## src/rtl/core/mrht_pkg.sv

```systemverilog
// ----------------------------------------------------------------------------
// mrht_pkg
// Shared sizes, codes and control/status bundles of the meter reading history
// table.
// ----------------------------------------------------------------------------
package mrht_pkg;

    localparam int NODE_DEPTH = 32;
    localparam int SLOT_DEPTH = 128;
    localparam int NODE_W     = (NODE_DEPTH > 1) ? $clog2(NODE_DEPTH) : 1;
    localparam int SLOT_W     = (SLOT_DEPTH > 1) ? $clog2(SLOT_DEPTH) : 1;
    localparam int MEM_AW     = NODE_W + SLOT_W;
    localparam int MEM_DEPTH  = 1 << MEM_AW;
    localparam int CNT_W      = (MEM_AW > 5) ? MEM_AW : 5;

    localparam int INTERVAL_W = 11;
    localparam int DVS_W      = 17;
    localparam int AGE_W      = 32;

    localparam logic [31:0] EMPTY_VALUE = 32'h0000_FFFF;
    localparam int          SEC_PER_MIN = 60;

    // register indexes
    localparam logic REG_INTERVAL = 1'b0;
    localparam logic REG_GATE     = 1'b1;

    // opcodes
    localparam logic [2:0] OP_TICK      = 3'd0;
    localparam logic [2:0] OP_REPORT    = 3'd1;
    localparam logic [2:0] OP_READ_ADDR = 3'd2;
    localparam logic [2:0] OP_READ_MAC  = 3'd3;
    localparam logic [2:0] OP_HISTORY   = 3'd4;

    // result codes
    localparam logic [2:0] RC_OK        = 3'd0;
    localparam logic [2:0] RC_NOT_FOUND = 3'd1;
    localparam logic [2:0] RC_FULL      = 3'd2;
    localparam logic [2:0] RC_TOO_OLD   = 3'd3;
    localparam logic [2:0] RC_IGNORED   = 3'd4;

    // where the payload of a result comes from
    typedef enum logic [1:0] {
        SRC_NONE = 2'd0,
        SRC_IDX  = 2'd1,
        SRC_MEM  = 2'd2,
        SRC_REP  = 2'd3
    } t_src;

    typedef struct packed {
        logic       load;
        logic       cnt_clr;
        logic       cnt_inc;
        logic       clear_wr;
        logic       tick_adv;
        logic       tick_wr;
        logic       scan;
        logic       node_set;
        logic       div_step;
        logic       rep_wr;
        logic       rd_issue;
        logic       rd_prev;
        logic       res_load;
        logic [2:0] res_code;
        t_src       res_src;
        logic       out_push;
    } t_cmd;

    typedef struct packed {
        logic [2:0] op;
        logic       gate;
        logic       addr_zero;
        logic       clr_last;
        logic       scan_last;
        logic       div_last;
        logic       found_addr;
        logic       found_mac;
        logic       found_free;
        logic       too_old;
        logic       rd_empty;
    } t_status;

endpackage

```

## src/rtl/core/mrht_ctrl.sv

```systemverilog
// ----------------------------------------------------------------------------
// mrht_ctrl
// Sequencer: reset sweep, decode, node scan, division, slot access, output.
// ----------------------------------------------------------------------------
module mrht_ctrl (
    input  logic              i_clk,
    input  logic              i_rst_n,
    input  logic              i_in_valid,
    output logic              o_in_stall,
    output logic              o_out_valid,
    input  logic              i_out_stall,
    input  mrht_pkg::t_status i_st,
    output mrht_pkg::t_cmd    o_cmd
);

    typedef enum logic [13:0] {
        S_CLEAR  = 14'b00_0000_0000_0001,
        S_IDLE   = 14'b00_0000_0000_0010,
        S_DEC    = 14'b00_0000_0000_0100,
        S_TICK   = 14'b00_0000_0000_1000,
        S_SCAN   = 14'b00_0000_0001_0000,
        S_SEL    = 14'b00_0000_0010_0000,
        S_WR     = 14'b00_0000_0100_0000,
        S_DIV    = 14'b00_0000_1000_0000,
        S_DIVCHK = 14'b00_0001_0000_0000,
        S_RD     = 14'b00_0010_0000_0000,
        S_RDW    = 14'b00_0100_0000_0000,
        S_RD2    = 14'b00_1000_0000_0000,
        S_RDW2   = 14'b01_0000_0000_0000,
        S_OUT    = 14'b10_0000_0000_0000
    } t_state;

    t_state r_state, n_state;
    logic   r_out_valid, n_out_valid;

    assign o_in_stall  = (r_state != S_IDLE);
    assign o_out_valid = r_out_valid;

    always_comb begin
        n_state     = r_state;
        o_cmd       = '0;
        o_cmd.res_src = mrht_pkg::SRC_NONE;
        n_out_valid = r_out_valid && i_out_stall;
        unique case (r_state)
            S_CLEAR: begin
                o_cmd.clear_wr = 1'b1;
                o_cmd.cnt_inc  = 1'b1;
                if (i_st.clr_last) begin
                    n_state = S_IDLE;
                end
            end
            S_IDLE: begin
                if (i_in_valid) begin
                    o_cmd.load    = 1'b1;
                    o_cmd.cnt_clr = 1'b1;
                    n_state       = S_DEC;
                end
            end
            S_DEC: begin
                priority if (i_st.op == mrht_pkg::OP_TICK) begin
                    if (i_st.gate) begin
                        o_cmd.tick_adv = 1'b1;
                        n_state        = S_TICK;
                    end else begin
                        o_cmd.res_load = 1'b1;
                        o_cmd.res_code = mrht_pkg::RC_IGNORED;
                        n_state        = S_OUT;
                    end
                end else if ((i_st.op == mrht_pkg::OP_REPORT && i_st.addr_zero) ||
                             i_st.op > mrht_pkg::OP_HISTORY) begin
                    o_cmd.res_load = 1'b1;
                    o_cmd.res_code = mrht_pkg::RC_IGNORED;
                    n_state        = S_OUT;
                end else begin
                    n_state = S_SCAN;
                end
            end
            S_TICK: begin
                o_cmd.tick_wr = 1'b1;
                o_cmd.cnt_inc = 1'b1;
                if (i_st.scan_last) begin
                    o_cmd.res_load = 1'b1;
                    o_cmd.res_code = mrht_pkg::RC_OK;
                    n_state        = S_OUT;
                end
            end
            S_SCAN: begin
                o_cmd.scan    = 1'b1;
                o_cmd.cnt_inc = 1'b1;
                if (i_st.scan_last) begin
                    n_state = S_SEL;
                end
            end
            S_SEL: begin
                o_cmd.cnt_clr = 1'b1;
                unique case (i_st.op)
                    mrht_pkg::OP_REPORT: begin
                        if (i_st.found_addr || i_st.found_free) begin
                            o_cmd.node_set = 1'b1;
                            n_state        = S_WR;
                        end else begin
                            o_cmd.res_load = 1'b1;
                            o_cmd.res_code = mrht_pkg::RC_FULL;
                            n_state        = S_OUT;
                        end
                    end
                    mrht_pkg::OP_READ_MAC: begin
                        if (i_st.found_mac) begin
                            o_cmd.node_set = 1'b1;
                            n_state        = S_RD;
                        end else begin
                            o_cmd.res_load = 1'b1;
                            o_cmd.res_code = mrht_pkg::RC_NOT_FOUND;
                            n_state        = S_OUT;
                        end
                    end
                    default: begin
                        // read by address and history read
                        if (i_st.found_addr) begin
                            o_cmd.node_set = 1'b1;
                            n_state = (i_st.op == mrht_pkg::OP_HISTORY) ? S_DIV : S_RD;
                        end else begin
                            o_cmd.res_load = 1'b1;
                            o_cmd.res_code = mrht_pkg::RC_NOT_FOUND;
                            n_state        = S_OUT;
                        end
                    end
                endcase
            end
            S_WR: begin
                o_cmd.rep_wr   = 1'b1;
                o_cmd.res_load = 1'b1;
                o_cmd.res_code = mrht_pkg::RC_OK;
                o_cmd.res_src  = mrht_pkg::SRC_REP;
                n_state        = S_OUT;
            end
            S_DIV: begin
                o_cmd.div_step = 1'b1;
                o_cmd.cnt_inc  = 1'b1;
                if (i_st.div_last) begin
                    n_state = S_DIVCHK;
                end
            end
            S_DIVCHK: begin
                if (i_st.too_old) begin
                    o_cmd.res_load = 1'b1;
                    o_cmd.res_code = mrht_pkg::RC_TOO_OLD;
                    o_cmd.res_src  = mrht_pkg::SRC_IDX;
                    n_state        = S_OUT;
                end else begin
                    n_state = S_RD;
                end
            end
            S_RD: begin
                o_cmd.rd_issue = 1'b1;
                n_state        = S_RDW;
            end
            S_RDW: begin
                // empty current slot on a plain lookup: fall back one slot
                if (i_st.rd_empty && i_st.op != mrht_pkg::OP_HISTORY) begin
                    n_state = S_RD2;
                end else begin
                    o_cmd.res_load = 1'b1;
                    o_cmd.res_code = mrht_pkg::RC_OK;
                    o_cmd.res_src  = mrht_pkg::SRC_MEM;
                    n_state        = S_OUT;
                end
            end
            S_RD2: begin
                o_cmd.rd_issue = 1'b1;
                o_cmd.rd_prev  = 1'b1;
                n_state        = S_RDW2;
            end
            S_RDW2: begin
                o_cmd.res_load = 1'b1;
                o_cmd.res_code = mrht_pkg::RC_OK;
                o_cmd.res_src  = mrht_pkg::SRC_MEM;
                n_state        = S_OUT;
            end
            S_OUT: begin
                if (!r_out_valid || !i_out_stall) begin
                    o_cmd.out_push = 1'b1;
                    n_out_valid    = 1'b1;
                    n_state        = S_IDLE;
                end
            end
            default: begin
                n_state = S_IDLE;
            end
        endcase
    end

    always_ff @(posedge i_clk) begin
        if (!i_rst_n) begin
            r_state     <= S_CLEAR;
            r_out_valid <= 1'b0;
        end else begin
            r_state     <= n_state;
            r_out_valid <= n_out_valid;
        end
    end

endmodule

```

## config.mk

```make
export PLATFORM = sky130hd
export DESIGN_NAME = mrht_ctrl
export DESIGN_NICKNAME = d
export VERILOG_FILES = /design/src/rtl/core/mrht_pkg.sv /design/src/rtl/core/mrht_ctrl.sv
export SDC_FILE = /design/constraint.sdc
export NUM_CORES = 1
export LEC_CHECK = 0
export CAP_MARGIN = 20
export CORE_ASPECT_RATIO = 0.6
export CORE_MARGIN = 2
export CORE_UTILIZATION = 42
export DETAILED_ROUTE_END_ITERATION = 8
export DONT_BUFFER_PORTS = 1
export SLEW_MARGIN = 25
export SYNTH_ARGS = -nofsm -noshare
export SYNTH_HDL_FRONTEND = slang
export SYNTH_SLANG_ARGS = --single-unit
```

## constraint.sdc

```tcl
create_clock -name i_clk -period 4.8 [get_ports i_clk]
set_input_delay 0.48 -clock i_clk [delete_from_list [all_inputs] [get_ports i_clk]]
set_output_delay 0.48 -clock i_clk [all_outputs]
set_load 0.02 [all_outputs]
```

Yosys cells after proc, flatten, opt, wreduce, memory -nomap -nowiden --
Index checks and enable logic that the tools add are counted.
Cells by class: magnitude comparators 1, equality and inequality tests 25, mux-type cells 52, reduce and logical (&&, ||, !) cells 13
Operators with widths (number):
- 2-to-1 mux 14 bit | 14
- one-hot mux 14 bit (13 select lines) | 1
- 2-to-1 mux 4 bit | 7
- one-hot mux 14 bit (2 select lines) | 1
- one-hot mux 4 bit (6 select lines) | 1
- 2-to-1 mux 1 bit | 20
- == test 14 x 1 -> 1 bit (second input constant) | 1
- == test 14 x 10 -> 1 bit (second input constant) | 1
- == test 14 x 11 -> 1 bit (second input constant) | 1
- == test 14 x 12 -> 1 bit (second input constant) | 1
- == test 14 x 13 -> 1 bit (second input constant) | 1
- == test 14 bit (second input constant) | 1
- == test 14 x 2 -> 1 bit (second input constant) | 1
- == test 14 x 3 -> 1 bit (second input constant) | 1
- == test 14 x 4 -> 1 bit (second input constant) | 1
- == test 14 x 5 -> 1 bit (second input constant) | 1
- == test 14 x 6 -> 1 bit (second input constant) | 1
- == test 14 x 7 -> 1 bit (second input constant) | 1
- == test 14 x 8 -> 1 bit (second input constant) | 1
- == test 14 x 9 -> 1 bit (second input constant) | 1
- inequality test 14 x 2 -> 1 bit (second input constant) | 1
- 2-to-1 mux 6 bit | 2
- inequality test 2 bit (second input constant) | 6
- 2-to-1 mux 10 bit | 1
- 16 further kinds | 23
Word-level totals: bits in registers 15, input bits 17, output and inout bits 21, word-level logic and storage cells 93

Depth between registers and ports, before layout --
word-level depth 6, depth in mapped cells 6, gate-level depth less buffers 5

Worst setup path after synthesis --
OpenSTA, ideal clock, no wires.
path type reg-to-output, start register r_state[10], end output o_cmd[6] (netlist name), arrival 1830 ps, data required time 4320 ps, slack 2490 ps, cell stages (with the launch flop) 7, path buffers 1, cell sequence dfxtp_1 -> buf_2 -> nor4_4 -> nand3b_2 -> o32ai_2 -> nor2_1 -> nand3_1
RTL lines:
- start: declaration | RTL line mrht_ctrl.sv:33 | t_state r_state, n_state;
- start signal: assignment | RTL line mrht_ctrl.sv:198 | r_state <= n_state;
- end: declaration | RTL line mrht_ctrl.sv:13 | output mrht_pkg::t_cmd o_cmd

==> impl_metrics.json <==
{
  "grt_pass1_vias": 1198,
  "die_area_mm2": 0.00358,
  "cts_max_path_buffers": 2,
  "crit_slowest_cell": "nor4_4",
  "netlist.area_leader.share_pct": 23.1,
  "pre_cts_slack_ns": 2.23,
  "cpPeakStageDelay_ns": 0.53,
  "clk_pin_slew_ns": 0.06,
  "antenna_found_initial": 0,
  "fin_crit_sh_pct": 60.2,
  "final-setup-viol-count": 0,
  "ctsResizeCount": 0,
  "grt_pass1_wl_mm": 5.95,
  "seqCellArea_um2": 300,
  "num_antenna_cells": 0,
  "dieHeight_um": 47.1,
  "cp.arrival_ns": 2.41,
  "fin_skew_ns": 0.00147,
  "synth-seq-cells": 15,
  "grt_use_met1_pct": 32.7,
  "routed_wl_mm": 3.78,
  "final_area_mm2": 0.00136,
  "status": "finished, final reports clean",
  "drtIter0Drc": 177,
  "synth_area_leaders": "dfxtp_1 (23%), nor4_4 (4.9%), nor2_1 (4.6%), nand2b_1 (4.3%), nand2_1 (3.5%)",
  "boundaryPins": 38,
  "cts.hold.buffers_added": 0,
  "layout-drive-gt1-share_pct": 9.09,
  "grt_max_degree": 11,
  "ys_seq_area_share_pct": 23.1,
  "cts.sinks": 15,
  "yosysUniqueCellTypes": 48,
  "crit_path_max_fanout": 9,
  "route.detailed.drc": 0,
  "port_buffers": 0,
  "met3_usage_pct": 9.01,
  "slew_headroom_pct": 35.4,
  "irDropWorstVdd_mv": 0.0916,
  "vias_per_cell": 6.34,
  "async_flop_share_pct": 0,
  "overflow": 0,
  "fin_total_pwr_mw": 0.300,
  "htree_levels": 1,
  "post-dp-hpwl_mm": 2.89,
  "via_count": 1313,
  "post-cts-setup-buffers": 0,
  "core_mm2": 0.00291,
  "syn_nets": 184,
  "ant_nets": 0,
  "start_kind": "flop",
  "tns_ns": 0,
  "top_usage_layer": "met2",
  "cp_num_buf_inv": 0,
  "leakagePower_nw": 0.501,
  "synth_commonest_cells": "nor2_1 (16), dfxtp_1 (15), nand2_1 (12)",
  "grtUsageMet2_pct": 33.6,
  "avgSynthCellArea_um2": 7.80,
  "multi_input_area_um2": 923,
  "syn2layout_area_growth_pct": 4.32,
  "max_freq_mhz": 346,
  "synth-edff-count": 0,
  "dpl-instance-area_mm2": 0.00131,
  "nets": 183,
  "hold_class": "in2reg",
  "row_count": 15,
  "holdWs_ns": 0.301,
  "pwr_density_cell_mw_per_mm2": 221,
  "synth_most_common_cell": "nor2_1",
  "gp_congestion": 0.897,
  "cts_tree": "yes",
  "die_w_um": 75.9,
  "synthCells": 167,
  "initial_utilization_pct": 44.8,
  "clock_latency_ns": 0.25,
  "path_class": "reg2out",
  "required_ns": 4.32,
  "firstDrtPassIters": 4,
  "avgRoutedWirePerCell_um": 18.3,
  "crit_family": "simple AND/OR/NAND/NOR gates",
  "syn-cell-area_mm2": 0.00130,
  "worstMarginPinSlew_ns": 0.960,
  "crit_chain": "nor4_4, nand4_1, o32ai_2, nor2_1, nand3_1",
  "grt_usage_pct": 23.0,
  "nFillCells": 296,
  "synth_top_area_cell": "dfxtp_1",
  "rsz0062_at_grt": "no",
  "end_kind": "output port",
  "maxCapViolations": 0,
  "slew_violations": 0,
  "cts_root_buf": "clkbuf_8",
  "hold_viol_final": 0,
  "period_needed_ns": 2.89,
  "cts_buffers": 3,
  "yosys_warnings": 0,
  "ys.flop_type": "dfxtp_1",
  "setup_ws_ns": 1.91
}
[registers in the layout (all words and copies together), names as in the netlist]
name and count:
r_state 14, o_out_valid 1
[cell families (layout without fill, tap and decap cells)]
| family | Yosys count | after routing | synth area share (%) |
|---|---|---|---|
| and+or+nand+nor | 99 | 99 | 48.6 |
| buffers and inverters | 16 | 14 | 6.05 |
| AOI/OAI and AO/OA | 31 | 31 | 18.1 |
| xor gates and xnor gates | 5 | 5 | 3.36 |
| DFF | 15 | 15 | 23.1 |
| muxes | 1 | 1 | 0.864 |
[placed cells by master (no fill, tap or decap), types with 4 or more instances in the layout]
| master | netlist | final |
|---|---|---|
| nand4_1 | 4 | 4 |
| xor2_1 | 4 | 4 |
| a21oi_1 | 6 | 6 |
| and4_1 | 4 | 4 |
| nor2b_1 | 5 | 5 |
| nor3_1 | 7 | 7 |
| nand2b_1 | 9 | 9 |
| o21ai_0 | 6 | 6 |
| nor2_1 | 16 | 16 |
| inv_1 | 10 | 10 |
| nand2_1 | 12 | 12 |
| nor4_1 | 7 | 7 |
| nor4b_1 | 5 | 5 |
| nand3_1 | 6 | 6 |
| dfxtp_1 | 15 | 15 |
| and2_1 | 4 | 4 |
[layer usage]
metal / wire length [um] / vias up
li1: - / 627
met1: 1720 / 621
met2: 1650 / 63
met3: 403 / 2
met4: 12 / 0
met5: 0 / -
[stage by stage]
step                      cells  util [%]
after detailed placement    203      45.2
after global routing        207      46.7
final                       207      46.7
after floorplan             167         -
after global placement      203      45.2
after CTS                   207      46.7
[where the power goes]
part | switching (mW) | internal [mW] | leakage, nW
logic | 0.0373 | 0.0207 | 0.357
clock network | 0.0476 | 0.0590 | 0.0228
registers | 0.00798 | 0.128 | 0.122
[cell type report]
| cell class | instances | area share [%] |
|---|---|---|
| Multi-Input combinational cell | 136 | 68.0 |
| Sequential cell | 15 | 22.1 |
| Clock buffer | 4 | 3.31 |
| Tap cell | 42 | 3.87 |
| Inverter | 10 | 2.76 |
[worst reg2reg max path: stages, from the launching register on]
cell     delay [ns]
dfxtp_1        0.42
nor3_1         0.54
nand3_1        0.27
nor4_1         0.85
and2_1         0.22
[worst paths after layout]
path                            depth (start not counted)                  endpoint  slack [ns]                     from
worst max-delay path                                    5                  o_cmd[6]        1.91  r_state[1]$_SDFFE_PN0P_
worst min-delay path                                    1   r_state[0]$_SDFFE_PN1P_        0.30                  i_rst_n
worst max register to register                          4  r_state[12]$_SDFFE_PN0P_        2.45  r_state[4]$_SDFFE_PN0P_
worst min register to register                          2  r_state[10]$_SDFFE_PN0P_        0.60  r_state[9]$_SDFFE_PN0P_
Power figures use the tool's default switching activity.
